[config.mk]
export PLATFORM = sky130hd
export DESIGN_NAME = tspc_ram
export DESIGN_NICKNAME = d
export VERILOG_FILES = /design/src/sv/tspc_ram.sv
export SDC_FILE = /design/constraint.sdc
export NUM_CORES = 2
export LEC_CHECK = 0
export BUFFER_PORTS_ARGS = -buffer_cell sky130_fd_sc_hd__buf_2
export CORE_MARGIN = 4
export CORE_UTILIZATION = 33
export DETAILED_ROUTE_END_ITERATION = 8
export PLACE_DENSITY = 0.46
export SYNTH_ARGS = -nofsm -noshare
export SYNTH_HDL_FRONTEND = slang
export SYNTH_SLANG_ARGS = --single-unit
[constraint.sdc]
create_clock -name i_clk -period 4.62 [get_ports i_clk]
set_input_delay 0.462 -clock i_clk [delete_from_list [all_inputs] [get_ports i_clk]]
set_output_delay 0.462 -clock i_clk [all_outputs]
set_load 0.02 [all_outputs]
[src/sv/tspc_ram.sv]
// Generic single-port-write, single-read RAM with registered read.
// No dependencies.
`default_nettype none
module tspc_ram #(
    parameter int unsigned WIDTH = 8,
    parameter int unsigned DEPTH = 256
) (
    input  wire                      i_clk,
    input  wire                      i_we,
    input  wire [$clog2(DEPTH)-1:0]  i_waddr,
    input  wire [WIDTH-1:0]          i_wdata,
    input  wire [$clog2(DEPTH)-1:0]  i_raddr,
    output logic [WIDTH-1:0]         o_rdata
);
    logic [WIDTH-1:0] r_mem [DEPTH];

    always_ff @(posedge i_clk) begin
        if (i_we) begin
            r_mem[i_waddr] <= i_wdata;
        end
        o_rdata <= r_mem[i_raddr];
    end
endmodule
`default_nettype wire
Word level (Yosys, flattened, before mapping)

Memories as Yosys holds them, arrays and structs flattened. A register that Yosys moved wholly into a read port is not among the register bits.
Index checks and enable logic that the tools add are counted.

Register bits: 0
Memories: 1
Memory bits (writable): 2048
Input bits: 26
Logic and storage cells: 3
Output and inout port bits: 8

Memories:

| name  | depth | width | rd ports | clocked after memory_dff | wr ports | RTL line | RTL |
|---|---|---|---|---|---|---|---|
| r_mem | 256   | 8     | 1        | 1                        | 1        | 15       | `logic [WIDTH-1:0] r_mem [DEPTH];` |

Muxes and demuxes: 2

Operators by type and width:

| kind              | count |
|---|---|
| 1-bit two-way mux | 2 |

Longest topological paths before layout

Depth after elaboration: 2
Gate-level depth with buffers: 11
Gate-level depth less buffers: 6

Worst setup path before layout

Ideal clock, no wire load.

Kind: input -> register
Start: in i_raddr[0]
End: reg o_rdata[2], read port of r_mem
Path slack: 2.220 ns
Stages: 9
Buffers on the path: 4
Data arrival time: 2.269 ns
Setup time: 0.131 ns
Data required time: 4.489 ns
Cells stage by stage: buf_6 buf_12 buf_8 buf_2 mux4_2 a22oi_1 a21oi_1 nor4_1 nor4_2

RTL lines:

| element     | RTL line | RTL |
|---|---|---|
| from (decl) | 12       | `input wire [$clog2(DEPTH)-1:0] i_raddr,` |
| to (decl)   | 13       | `output logic [WIDTH-1:0] o_rdata` |

==> results.cfg <==
[timing]
drv_slew = 0
rsz0062_at_grt = false
max_slew_margin_pct = 17.1
fmax_mhz = 300
setup_tns_ns = 0
post-route-period-util_pct = 72.1
finalCriticalPeriod_ns = 3.33
setup_viol = 0
clock_skew_ns = 0.0393
hold_viol_final = 0
worst_pin_slew_ns = 1.23

[global_routing]
grt_use_total_pct = 17.6
grt_max_degree = 139
grt_overflow = 0
grt_pass1_wl_um = 315000
antenna_found_initial = 14
grt_pass1_vias = 39700

[final_layout]
instances_no_fill = 7355
fin_util_pct = 38.2
fill_cells = 21600
nets = 4029
area_delta_synth_final_pct = 14.8
layout-drive-gt1-share_pct = 25.2

[route]
drc_errors = 0
dr.pass1.iters = 5
avgRoutedWirePerCell_um = 30.1
viasPerCell = 5.26
wl_um = 221000
drt_iter0_drc = 3782
num_vias = 38700
drtAntennaViolNets = 0

[synth]
syn_area_per_cell_um2 = 21.3
yosysWarnings = 0
syn_nets = 3759
synthArstFlopShare_pct = 0
synth_cell_types = 55
syn_inst = 3733
syn_area_mm2 = 0.0796
synth_edf_count = 2048
synthFlopType = edfxtp_1
ys_ff_latch = 2056
seq_area_frac_synth_pct = 77.5

[die]
die_area_mm2 = 0.249
coreArea_mm2 = 0.239
die_h_um = 499
fp.dieW_um = 499
boundaryPins = 34
initial_core_util_pct = 33.3
num_rows = 179

[clock_tree]
clkTransAtPathRegs_ns = 0.06
cts_max_path_buffers = 3
ctsHtreeMaxLevel = 4
clockRootBuffer = clkbuf_16
numCtsBuffers = 215
cts_tree = built
clk_latency_ns = 0.83
clock-sinks = 2056

[critical_path]
path_max_fanout = 42
arrival_ns = 4.03
cp_cell_sequence = buf_8 > buf_12 > buf_4 > mux4_2 > a22oi_1 > a31oi_1 > nor4_1 > buf_4 > nor4_1
endpoint_kind = register
required_ns = 5.32
crit_path_max_incr_delay_ns = 1.04
start_kind = primary input
crit_type = primary input to register
critPathSlowestCell = nor4_1

[placed_design]
place.gp.congestion = 0.812
port_buffers = 33
hpwl_um = 138000
dp_cells = 6952

[power_and_ir_drop]
p_leak_nw = 28.1
p_per_area_mw_per_mm2 = 426
ir_drop_uv = 301

[flow_run]
maxCapViolations = 0

[hold_path]
worstHoldPathType = primary input to register

[status]
status = completed
final cells by class:
class / instances / area [um^2] / share of cell area (%)
Multi-Input combinational cell: 1442 / 16600 / 18.1
Inverter: 2 / 7.51 / 0.00822
Clock inverter: 124 / 910 / 0.996
Tap cell: 3167 / 3960 / 4.34
Clock buffer: 274 / 5640 / 6.18
Timing Repair Buffer: 286 / 2580 / 2.83
Antenna cell: 4 / 10.0 / 0.0110
Sequential cell: 2056 / 61700 / 67.5
stage by stage:
step / hold slack [ns] / setup slack [ns] / instance area [um^2] / power (mW)
global route: 0.0745 / 1.14 / 91300 / 40.3
finish: 0.0881 / 1.29 / 91300 / 38.9
detailed placement: 0.864 / 0.334 / 84800 / 23.0
floorplan: 0.561 / 2.22 / 79600 / 22.0
CTS: 0.0634 / 1.24 / 91300 / 39.4
global placement: 0.864 / 0.254 / 84700 / 23.0
timing repair:
item	in CTS	in global routing
buffers inserted	0	0
hold buffers	1	0
endpoints found under the setup margin	0	0
hold endpoints to repair	32	0
gates resized for setup	0	0
cells in the mapped netlist (all sizes together), types with 6 or more instances:
| cell type | count | area (um^2) |
|---|---|---|
| edfxtp | 2048 | 61500 |
| mux4 | 456 | 10300 |
| nor2 | 282 | 1060 |
| mux2i | 134 | 1340 |
| a22oi | 133 | 998 |
| buf | 122 | 1030 |
| clkbuf | 111 | 417 |
| a21oi | 96 | 480 |
| o221ai | 47 | 418 |
| nand3 | 34 | 170 |
| nand2 | 33 | 124 |
| nor2b | 31 | 194 |
| o22ai | 28 | 175 |
| nor4 | 27 | 188 |
| nor3 | 22 | 110 |
| a211oi | 16 | 120 |
| a221oi | 14 | 129 |
| o21ai | 12 | 60.1 |
| nand4 | 10 | 62.6 |
| o211ai | 10 | 75.1 |
| a22o | 8 | 70.1 |
| dfxtp | 8 | 160 |
| nand2b | 8 | 50.1 |
| and2 | 6 | 37.5 |
where the power goes:
group / internal [mW] / switching [mW]
sequential: 20.6 / 0.0382
combinational: 0.687 / 1.32
clock: 9.06 / 7.24
total: 30.3 / 8.60
layout by cell type, fill, tap and decap left out, drive strengths merged, types with 5 or more instances in the layout:
cell type	n
a2111oi	5
inv	9
a211oi	16
o22ai	28
a22o	8
nor2b	31
bufinv	8
o211ai	10
edfxtp	2048
a221oi	14
nand3	34
clkbuf	274
o21ai	12
nor4	27
a21oi	96
o32ai	5
mux4	456
o221ai	47
nand2	33
nor3	22
dfxtp	8
a22oi	133
nor2	282
nand4	10
and2	6
mux2i	134
buf	285
o22a	5
nand2b	8
clkinv	105
logic make-up after synthesis:
group | count (synthesis) | synth area share, %
buf+inv | 235 | 1.83
simple gates | 466 | 2.63
compound gates | 385 | 3.42
flops | 2056 | 77.5
mux | 591 | 14.6
routing by layer:
metal / global-route usage [%] / vias up / routed length [um]
met4: 3.79 / 2 / 4340
met3: 3.11 / 266 / 11300
met1: 25.1 / 21100 / 99100
li1: - / 16300 / -
met2: 28.4 / 1029 / 107000
met5: 0 / - / 13
worst max-delay path, delay by kind of cell:
family / cells / cell delay [ns]
compound gates: 2 / 0.48
buf+inv: 4 / 1.34
mux: 1 / 0.52
simple gates: 2 / 1.09
registers in the layout, indices dropped and copies added, names as in the netlist:
signal,cells
o_rdata,8
r_mem,2048
final timing paths:
kind	start	end	slack, ns	depth (start not counted)
worst max-delay path	i_raddr[0]	o_rdata[3]	1.29	9
worst min-delay path	i_wdata[0]	r_mem[67][0]	0.09	1
worst max register to register	r_mem[191][3]	o_rdata[3]	1.80	6
worst min register to register	r_mem[41][3]	o_rdata[3]	1.10	7
Power figures use the tool's default switching activity.
